==> src/sv/crc32c_fnv1a_hash_engine_core_macros.svh <==
// Assertion macros for the CRC32C / FNV-1a hash engine.
// Uses the clk and rst_n names of the module that expands them.
// Define ASSERT_OFF to compile the checks out.
`ifndef CRC32C_FNV1A_HASH_ENGINE_CORE_MACROS_SVH
`define CRC32C_FNV1A_HASH_ENGINE_CORE_MACROS_SVH

`ifndef ASSERT_OFF
// Property must hold at every rising clock edge out of reset
`define C32_ASSERT(lbl, prop, msg) \
  lbl: assert property (@(posedge clk) disable iff (!rst_n) prop) \
    else $error(msg);
// Condition must never be seen at a rising clock edge out of reset
`define C32_NEVER(lbl, cond, msg) \
  lbl: assert property (@(posedge clk) disable iff (!rst_n) !(cond)) \
    else $error(msg);
`else
`define C32_ASSERT(lbl, prop, msg)
`define C32_NEVER(lbl, cond, msg)
`endif

`endif

==> src/sv/c32fnv_pkg.sv <==
// Shared types, constants and CRC helper functions for the hash engine.
// No dependencies; used by the interfaces' users and all engine modules.
package c32fnv_pkg;

  // Mode register codes
  localparam logic MODE_CRC = 1'b0;
  localparam logic MODE_FNV = 1'b1;

  // Input func codes
  localparam logic [1:0] FUNC_BYTE = 2'd0;
  localparam logic [1:0] FUNC_WORD = 2'd1;
  localparam logic [1:0] FUNC_NONE = 2'd2;

  // CRC32C (reflected Castagnoli)
  localparam logic [31:0] CRC_POLY   = 32'h82F6_3B78;
  localparam logic [31:0] CRC_INIT   = 32'hFFFF_FFFF;
  localparam logic [31:0] CRC_XOROUT = 32'hFFFF_FFFF;

  // FNV-1a 64: prime = 2^40 + 0x1B3
  localparam logic [63:0] FNV_BASIS       = 64'hCBF2_9CE4_8422_2325;
  localparam logic [8:0]  FNV_PRIME_LO    = 9'h1B3;
  localparam int unsigned FNV_PRIME_SHIFT = 40;

  // Classified operation carried through the queue
  typedef enum logic [1:0] {
    OP_NONE = 2'd0,
    OP_BYTE = 2'd1,
    OP_WORD = 2'd2
  } op_t;

  // Queue entry; byte items already have data zero-extended from bits 7:0
  typedef struct packed {
    logic [63:0] data;
    op_t         op;
    logic        last;
  } q_entry_t;

  typedef logic [31:0] col8_t  [8];
  typedef logic [31:0] col32_t [32];
  typedef logic [31:0] col64_t [64];

  // Bit-serial CRC, only called at elaboration to build the column tables
  function automatic logic [31:0] crc_serial(input logic [31:0] c, input logic [63:0] d,
                                             input int nbits);
    logic [31:0] r;
    logic        lsb;
    r = c;
    for (int i = 0; i < 64; i++) begin
      if (i < nbits) begin
        lsb = r[0] ^ d[i];
        r   = (r >> 1) ^ (CRC_POLY & {32{lsb}});
      end
    end
    return r;
  endfunction

  function automatic col32_t crc_state_cols(input int nbits);
    col32_t t;
    for (int i = 0; i < 32; i++) begin
      t[i] = crc_serial(32'h1 << i, 64'h0, nbits);
    end
    return t;
  endfunction

  function automatic col8_t crc_byte_data_cols();
    col8_t t;
    for (int j = 0; j < 8; j++) begin
      t[j] = crc_serial(32'h0, 64'h1 << j, 8);
    end
    return t;
  endfunction

  function automatic col64_t crc_word_data_cols();
    col64_t t;
    for (int j = 0; j < 64; j++) begin
      t[j] = crc_serial(32'h0, 64'h1 << j, 64);
    end
    return t;
  endfunction

  // CRC is linear: next state is an XOR of columns picked by state and data bits
  localparam col32_t CRC_BYTE_STATE = crc_state_cols(8);
  localparam col8_t  CRC_BYTE_DATA  = crc_byte_data_cols();
  localparam col32_t CRC_WORD_STATE = crc_state_cols(64);
  localparam col64_t CRC_WORD_DATA  = crc_word_data_cols();

  function automatic logic [31:0] crc_byte_step(input logic [31:0] c, input logic [7:0] b);
    logic [31:0] r;
    r = '0;
    for (int i = 0; i < 32; i++) begin
      r = r ^ (CRC_BYTE_STATE[i] & {32{c[i]}});
    end
    for (int j = 0; j < 8; j++) begin
      r = r ^ (CRC_BYTE_DATA[j] & {32{b[j]}});
    end
    return r;
  endfunction

  function automatic logic [31:0] crc_word_step(input logic [31:0] c, input logic [63:0] d);
    logic [31:0] r;
    r = '0;
    for (int i = 0; i < 32; i++) begin
      r = r ^ (CRC_WORD_STATE[i] & {32{c[i]}});
    end
    for (int j = 0; j < 64; j++) begin
      r = r ^ (CRC_WORD_DATA[j] & {32{d[j]}});
    end
    return r;
  endfunction

endpackage

==> src/sv/c32fnv_if.sv <==
// Valid/ready channel interfaces of the hash engine: input, result, config.
// No dependencies.
interface c32fnv_in_if;
  logic        valid;
  logic        ready;
  logic [63:0] data;
  logic [1:0]  func;
  logic        last;
  modport source (output valid, data, func, last, input ready);
  modport sink   (input valid, data, func, last, output ready);
endinterface

interface c32fnv_out_if;
  logic        valid;
  logic        ready;
  logic [31:0] hash;
  modport source (output valid, hash, input ready);
  modport sink   (input valid, hash, output ready);
endinterface

interface c32fnv_cfg_if;
  logic valid;
  logic ready;
  logic mode;
  modport source (output valid, mode, input ready);
  modport sink   (input valid, mode, output ready);
endinterface

==> src/sv/c32fnv_front.sv <==
// Front end: accepts input transactions, classifies func, and queues them.
// Depends on c32fnv_pkg and c32fnv_in_if.
module c32fnv_front import c32fnv_pkg::*; #(
  parameter int unsigned DEPTH = 2
) (
  input  logic           clk,
  input  logic           rst_n,
  c32fnv_in_if.sink      in_if,
  output q_entry_t       head,
  output logic           head_valid,
  input  logic           pop
);

  localparam int unsigned PW = (DEPTH > 1) ? $clog2(DEPTH) : 1;
  localparam int unsigned CW = $clog2(DEPTH + 1);

  q_entry_t        mem_r [DEPTH];
  logic [PW-1:0]   wr_ptr_r, wr_ptr_nxt;
  logic [PW-1:0]   rd_ptr_r, rd_ptr_nxt;
  logic [CW-1:0]   count_r, count_nxt;
  logic            push;
  q_entry_t        entry;

  // Classify the incoming item; unused func code absorbs no data
  always_comb begin
    entry.last = in_if.last;
    entry.data = in_if.data;
    unique case (in_if.func)
      FUNC_BYTE: begin
        entry.op   = OP_BYTE;
        entry.data = {56'h0, in_if.data[7:0]};
      end
      FUNC_WORD: entry.op = OP_WORD;
      default:   entry.op = OP_NONE;
    endcase
  end

  assign in_if.ready = (count_r < CW'(DEPTH));
  assign push        = in_if.valid && in_if.ready;
  assign head_valid  = (count_r != '0);
  assign head        = mem_r[rd_ptr_r];

  // Pointer and count update
  always_comb begin
    wr_ptr_nxt = wr_ptr_r;
    rd_ptr_nxt = rd_ptr_r;
    count_nxt  = count_r;
    if (push) begin
      wr_ptr_nxt = (wr_ptr_r == PW'(DEPTH - 1)) ? '0 : wr_ptr_r + 1'b1;
    end
    if (pop) begin
      rd_ptr_nxt = (rd_ptr_r == PW'(DEPTH - 1)) ? '0 : rd_ptr_r + 1'b1;
    end
    case ({push, pop})
      2'b10:   count_nxt = count_r + 1'b1;
      2'b01:   count_nxt = count_r - 1'b1;
      default: count_nxt = count_r;
    endcase
  end

  always_ff @(posedge clk) begin
    if (!rst_n) begin
      wr_ptr_r <= '0;
      rd_ptr_r <= '0;
      count_r  <= '0;
    end else begin
      wr_ptr_r <= wr_ptr_nxt;
      rd_ptr_r <= rd_ptr_nxt;
      count_r  <= count_nxt;
    end
  end

  // Queue storage, no reset
  always_ff @(posedge clk) begin
    if (push) begin
      mem_r[wr_ptr_r] <= entry;
    end
  end

endmodule

==> src/sv/c32fnv_back.sv <==
// Back end: applies queued steps to the running hash and registers results.
// Depends on c32fnv_pkg and c32fnv_out_if.
module c32fnv_back import c32fnv_pkg::*; (
  input  logic           clk,
  input  logic           rst_n,
  input  logic           mode,
  input  q_entry_t       head,
  input  logic           head_valid,
  output logic           pop,
  c32fnv_out_if.source   out_if
);

  logic [63:0] hash_r, hash_nxt;
  logic        fresh_r;
  logic        out_valid_r, out_valid_nxt;
  logic [31:0] out_hash_r;
  logic [63:0] base;
  logic [31:0] crc_nxt;
  logic [63:0] fnv_x;
  logic [63:0] fnv_prod;
  logic [31:0] result;

  // Take the queue head whenever the output register is free or draining
  assign pop = head_valid && (!out_valid_r || out_if.ready);

  // Start of message loads the mode's initial value
  always_comb begin
    if (fresh_r) begin
      base = (mode == MODE_CRC) ? {32'h0, CRC_INIT} : FNV_BASIS;
    end else begin
      base = hash_r;
    end
  end

  // CRC32C step
  always_comb begin
    case (head.op)
      OP_BYTE: crc_nxt = crc_byte_step(base[31:0], head.data[7:0]);
      OP_WORD: crc_nxt = crc_word_step(base[31:0], head.data);
      default: crc_nxt = base[31:0];
    endcase
  end

  // FNV-1a step: multiply by 2^40 + 0x1B3 modulo 2^64
  assign fnv_x    = base ^ head.data;
  assign fnv_prod = (fnv_x << FNV_PRIME_SHIFT) + (fnv_x * 64'(FNV_PRIME_LO));

  always_comb begin
    if (mode == MODE_CRC) begin
      hash_nxt = {32'h0, crc_nxt};
      result   = crc_nxt ^ CRC_XOROUT;
    end else begin
      hash_nxt = (head.op == OP_NONE) ? base : fnv_prod;
      result   = hash_nxt[63:32] ^ hash_nxt[31:0];
    end
  end

  // Output register valid
  always_comb begin
    out_valid_nxt = out_valid_r;
    if (pop && head.last) begin
      out_valid_nxt = 1'b1;
    end else if (out_if.ready) begin
      out_valid_nxt = 1'b0;
    end
  end

  always_ff @(posedge clk) begin
    if (!rst_n) begin
      hash_r      <= '0;
      fresh_r     <= 1'b1;
      out_valid_r <= 1'b0;
    end else begin
      out_valid_r <= out_valid_nxt;
      if (pop) begin
        hash_r  <= hash_nxt;
        fresh_r <= head.last;
      end
    end
  end

  always_ff @(posedge clk) begin
    if (pop && head.last) begin
      out_hash_r <= result;
    end
  end

  assign out_if.valid = out_valid_r;
  assign out_if.hash  = out_hash_r;

endmodule

==> src/sv/crc32c_fnv1a_hash_engine_core.sv <==
// CRC32C / FNV-1a-64 message hash engine.
// Input items (in_if) carry data, func and last; a transaction completes when
// valid and ready are both high at a rising edge of clk. func selects one byte
// (bits 7:0), one 8-byte little-endian word, or no data. The transaction with
// last set produces one result transaction on out_if holding the 32-bit hash;
// the next item starts a fresh message.
// cfg_if writes the mode bit (0 CRC32C, 1 FNV-1a folded to 32 bits); it is
// always ready and should only be written while no message is in flight.
// A last item accepted on in_if goes through the front queue into the output
// register. Throughput: one item per clock while out_if does not stall, set by
// the combinational CRC XOR network and the back end's constant multiply.
// The front queue (QUEUE_DEPTH entries) keeps in_if.ready high while a
// result waits; if out_if stalls, the queue fills and then in_if.ready drops.
// Reset (rst_n, synchronous, active low) empties the queue and the output
// register, clears mode to CRC32C and marks the next item as a message start.
// Depends on c32fnv_pkg, the channel interfaces and the macros header.
`include "crc32c_fnv1a_hash_engine_core_macros.svh"

module crc32c_fnv1a_hash_engine_core import c32fnv_pkg::*; #(
  parameter int unsigned QUEUE_DEPTH = 2
) (
  input  logic          clk,
  input  logic          rst_n,
  c32fnv_in_if.sink     in_if,
  c32fnv_out_if.source  out_if,
  c32fnv_cfg_if.sink    cfg_if
);

  logic     mode_r;
  q_entry_t q_head;
  logic     q_valid;
  logic     q_pop;

  // Mode register
  assign cfg_if.ready = 1'b1;

  always_ff @(posedge clk) begin
    if (!rst_n) begin
      mode_r <= MODE_CRC;
    end else if (cfg_if.valid && cfg_if.ready) begin
      mode_r <= cfg_if.mode;
    end
  end

  c32fnv_front #(
    .DEPTH (QUEUE_DEPTH)
  ) u_front (
    .clk        (clk),
    .rst_n      (rst_n),
    .in_if      (in_if),
    .head       (q_head),
    .head_valid (q_valid),
    .pop        (q_pop)
  );

  c32fnv_back u_back (
    .clk        (clk),
    .rst_n      (rst_n),
    .mode       (mode_r),
    .head       (q_head),
    .head_valid (q_valid),
    .pop        (q_pop),
    .out_if     (out_if)
  );

  // Checks
  `C32_NEVER(a_pop_empty, q_pop && !q_valid, "back end popped an empty queue")
  `C32_NEVER(a_full_empty, !in_if.ready && !q_valid, "queue refuses input while empty")
  `C32_ASSERT(a_last_result, q_pop && q_head.last |=> out_if.valid, "last item gave no result")

endmodule
==> src/flat_wrapper.sv <==
// flat-port wrapper written by rule: the top's interface ports become plain ports
module crc32c_fnv1a_hash_engine_core_flat import c32fnv_pkg::*;
#(
  parameter int unsigned QUEUE_DEPTH = 2
)
  (clk, rst_n, in_if_valid, in_if_data, in_if_func, in_if_last, in_if_ready, out_if_valid, out_if_hash, out_if_ready, cfg_if_valid, cfg_if_mode, cfg_if_ready);
  c32fnv_in_if in_if_i ();
  c32fnv_out_if out_if_i ();
  c32fnv_cfg_if cfg_if_i ();
  input  logic clk;
  input  logic rst_n;
  input wire logic [$bits(in_if_i.valid)-1:0] in_if_valid;
  input wire logic [$bits(in_if_i.data)-1:0] in_if_data;
  input wire logic [$bits(in_if_i.func)-1:0] in_if_func;
  input wire logic [$bits(in_if_i.last)-1:0] in_if_last;
  output wire logic [$bits(in_if_i.ready)-1:0] in_if_ready;
  output wire logic [$bits(out_if_i.valid)-1:0] out_if_valid;
  output wire logic [$bits(out_if_i.hash)-1:0] out_if_hash;
  input wire logic [$bits(out_if_i.ready)-1:0] out_if_ready;
  input wire logic [$bits(cfg_if_i.valid)-1:0] cfg_if_valid;
  input wire logic [$bits(cfg_if_i.mode)-1:0] cfg_if_mode;
  output wire logic [$bits(cfg_if_i.ready)-1:0] cfg_if_ready;
  assign in_if_i.valid = in_if_valid;
  assign in_if_i.data = in_if_data;
  assign in_if_i.func = in_if_func;
  assign in_if_i.last = in_if_last;
  assign in_if_ready = in_if_i.ready;
  assign out_if_valid = out_if_i.valid;
  assign out_if_hash = out_if_i.hash;
  assign out_if_i.ready = out_if_ready;
  assign cfg_if_i.valid = cfg_if_valid;
  assign cfg_if_i.mode = cfg_if_mode;
  assign cfg_if_ready = cfg_if_i.ready;
  crc32c_fnv1a_hash_engine_core #(.QUEUE_DEPTH(QUEUE_DEPTH)) u_core (.clk(clk), .rst_n(rst_n), .in_if(in_if_i), .out_if(out_if_i), .cfg_if(cfg_if_i));
endmodule
==> config.mk <==
export PLATFORM = sky130hd
export DESIGN_NAME = crc32c_fnv1a_hash_engine_core_flat
export DESIGN_NICKNAME = d
export VERILOG_FILES = /design/src/sv/c32fnv_pkg.sv /design/src/sv/c32fnv_if.sv /design/src/sv/c32fnv_front.sv /design/src/sv/c32fnv_back.sv /design/src/sv/crc32c_fnv1a_hash_engine_core.sv /design/src/flat_wrapper.sv
export VERILOG_INCLUDE_DIRS = /design/src /design/src/sv
export SDC_FILE = /design/constraint.sdc
export NUM_CORES = 2
export LEC_CHECK = 0
export CAP_MARGIN = 10
export CORE_MARGIN = 1
export CORE_UTILIZATION = 55
export DETAILED_ROUTE_END_ITERATION = 10
export DONT_BUFFER_PORTS = 1
export PLACE_DENSITY = 0.67
export SYNTH_ARGS = -nofsm -noshare
export SYNTH_HDL_FRONTEND = slang
export SYNTH_SLANG_ARGS = --single-unit
export TNS_END_PERCENT = 10
==> constraint.sdc <==
create_clock -name clk -period 11.1 [get_ports clk]
set_input_delay 2.22 -clock clk [delete_from_list [all_inputs] [get_ports clk]]
set_output_delay 2.22 -clock clk [all_outputs]
set_load 0.01 [all_outputs]
==> impl_metrics.yaml <==
logic_synthesis:
  synth-seq-cells: 238
  yosysSeqAreaShare_pct: 19.7
  synth_fp_nets: 3938
  yosysWarnings: 0
  synth_edf_count: 166
  netlist_instances: 3445
  ys.flop_type: "edfxtp_1"
  ys_async_sr_fraction_pct: 0
  synth_area_sq_um: 32600
  synth_area_per_cell_sq_um: 9.47
  yosysUniqueCellTypes: 85
sta:
  rsz0062_at_grt: "false"
  final_hold_viol_count: 0
  final.setup.tns_ns: 0
  fin_crit_sh_pct: 83.0
  fmax_mhz: 109
  skew_ns: 0.0199
  finalMaxSlewViolations: 0
  tightest_slew_ns: 1.37
  slew_headroom_pct: 7.71
  post-route-min-period_ns: 9.21
  finalSetupViolations: 0
drt:
  vias: 25200
  drt_iter0_markers: 3349
  drc: 0
  wl_per_cell_microns: 30.4
  dr.pass1.iters: 7
  finalWirelength_microns: 127000
  vias_per_cell: 6.01
  drtAntennaViolNets: 0
setup_path:
  crit_path_end: "u_core.u_back.out_if.hash[23]"
  cp.arrival_ns: 9.60
  regToRegSetupSlack_ns: 1.89
  worstSetupEndpointType: "flop"
  start_kind: "flop"
  required_ns: 11.48
  rr_worst_depth: 27
  reg2reg_to: "u_core.u_back.out_if.hash[23]"
  path_class: "flop to flop"
  r2r_start: "u_core.mode_r"
  crit_path_max_fanout: 44
  cp-startpoint: "u_core.mode_r"
global_route:
  grt_use_total_pct: 42.1
  antenna_found_initial: 2
  grt_pass1_vias: 25200
  grt_pass1_wl_microns: 179000
  grt_overflow: 0
  grt_max_degree: 78
floorplan:
  row_count: 88
  die_h_microns: 246
  fp.coreArea_sq_um: 58100
  start_util_pct: 56.1
  die_w_microns: 246
  die_area_sq_um: 60300
  ios: 108
flow_run:
  drv_cap: 0
cts:
  holdBufCountCts: 0
  clkLatencyLatePin_ns: 0.59
  cts_max_path_buffers: 3
  cts_root_buf: "clkbuf_16"
  cts-resized-gates: 0
  cts_num_sinks: 238
  cts-buffers-inserted: 26
  path_clk_slew_ns: 0.07
  cts_max_level: 1
  post_cts_buffers: 0
  cts_tree: "yes"
placed_design:
  place_congestion: 1.07
  postPlaceCellArea_sq_um: 33500
  hpwl_microns: 104000
  port_buffers: 0
finish:
  nets: 3896
  synthToLayoutAreaGrowth_pct: 5.46
  drive_above_1_share_pct: 7.31
  final_area_sq_um: 34400
run_status:
  status: "completed"
worst_hold_path:
  hold_path_class: "flop to flop"
-- sequential cells by signal (all words and copies together) (netlist names), named ones only --
| register | count |
|---|---|
| u_core.u_back.out_if.valid | 1 |
| u_core.u_front.mem_r | 134 |
| u_core.u_front.rd_ptr_r | 1 |
| u_core.u_front.count_r | 2 |
| u_core.mode_r | 1 |
| u_core.u_front.wr_ptr_r | 1 |
| u_core.u_back.fresh_r | 1 |
| u_core.u_back.out_if.hash | 32 |
| u_core.u_back.hash_r | 64 |
-- critical path, stage by stage (launching register included) --
cell and delay [ns]:
dfxtp_4 0.68, and2_1 0.46, nor2_1 0.28, xnor2_1 1.02
ha_1 0.43, inv_1 0.10, fa_1 0.51, inv_1 0.04
ha_1 0.27, inv_1 0.05, fa_1 0.50, inv_1 0.04
ha_1 0.29, inv_1 0.06, fa_1 0.40, nor2b_1 0.18
o2111ai_1 0.17, a2111oi_1 0.71, o31ai_1 0.27, a21oi_2 0.31
a211oi_2 0.18, o41ai_2 0.42, a21oi_1 0.17, o21ai_0 0.25
xor2_1 0.13, o21ai_0 0.62, xnor2_1 0.15, a21oi_1 0.31
-- how the worst min path moves through the flow --
stage                                  start                  endpoint  slack, ns  cells past startpoint
floorplan           u_core.u_back.hash_r[61]  u_core.u_back.hash_r[61]       0.43                      2
global placement    u_core.u_back.hash_r[61]  u_core.u_back.hash_r[61]       0.44                      2
detailed placement  u_core.u_back.hash_r[61]  u_core.u_back.hash_r[61]       0.45                      2
CTS                 u_core.u_back.hash_r[57]  u_core.u_back.hash_r[57]       0.47                      2
global route        u_core.u_back.hash_r[61]  u_core.u_back.hash_r[61]       0.48                      2
finish              u_core.u_back.hash_r[57]  u_core.u_back.hash_r[57]       0.47                      2
-- cells in the mapped netlist (all sizes together) (13+ instances only) --
| cell | n | area, sq um |
|---|---|---|
| xnor2 | 821 | 7440 |
| inv | 440 | 1650 |
| xor2 | 256 | 2280 |
| fa | 248 | 4960 |
| nor2 | 196 | 736 |
| a21oi | 183 | 927 |
| ha | 172 | 2150 |
| edfxtp | 166 | 4980 |
| o21ai | 138 | 702 |
| nand2 | 129 | 484 |
| nor2b | 99 | 619 |
| clkbuf | 90 | 339 |
| mux2i | 80 | 1350 |
| dfxtp | 72 | 1440 |
| buf | 60 | 392 |
| a21o | 39 | 293 |
| nor3 | 28 | 140 |
| a22oi | 24 | 180 |
| and2 | 20 | 125 |
| a211oi | 18 | 155 |
| nand3 | 16 | 80.1 |
| a31oi | 13 | 87.6 |
-- final cells by class --
type | count | area (sq um)
multi-input cells | 2616 | 23900
inverters | 441 | 1660
diodes | 2 | 5.00
fillers | 4990 | 23700
flip-flops and latches | 238 | 6440
repair buffers | 80 | 613
clock buffers | 29 | 662
well taps | 765 | 957
clock inverters | 18 | 220
-- cells by family after synthesis --
logic type	Yosys count	synth area share [%]
xor+xnor	1078	29.9
buf+inv	591	7.31
simple gates	530	7.54
compound gates	505	9.55
fa+ha+maj	420	21.8
flops	238	19.7
mux	82	4.22
other cells	1	0.0115
-- per-layer routing --
metal / GRT usage (%) / routed length (microns)
met3: 6.36 / 10800
met2: 65.8 / 56100
met5: 0 / 0
met4: 32.4 / 12400
met1: 52.3 / 47800
-- stage by stage --
stage | hold slack, ns | setup slack [ns] | cells | util (%)
final | 0.467 | 1.89 | 4189 | 59.2
after global routing | 0.482 | 1.57 | 4188 | 59.2
after CTS | 0.465 | 2.06 | 4187 | 59.2
after detailed placement | 0.455 | 2.10 | 4140 | 57.7
after global placement | 0.440 | 2.27 | 4140 | 57.7
after floorplan | 0.425 | 3.34 | 3445 | -
-- placed cells by master, fill, tap and decap left out, types with 8 or more instances in the layout --
cell type    n
clkbuf_16   26
buf_4       79
xnor2_2     27
xnor2_1    791
nand2_1    129
o22ai_1     11
nand4_1     12
a22oi_1     24
o21ai_0    111
and2_1      20
mux2i_4     39
a211oi_1    14
dfxtp_1     69
a21oi_1    180
nor2b_1     99
xor2_1     253
edfxtp_1   166
nor3_1      28
o21ai_1     24
mux2i_1     21
nor2_1     192
o21bai_1     9
mux2i_2     20
o31ai_1      8
nand3_1     16
fa_1       248
inv_1      439
ha_1       171
nand2b_1    10
a31oi_1     12
a21o_1      39
a221oi_1    10
Power is not shown: default switching activity piles up to over one toggle a cycle in this logic, so the estimate is an artifact.
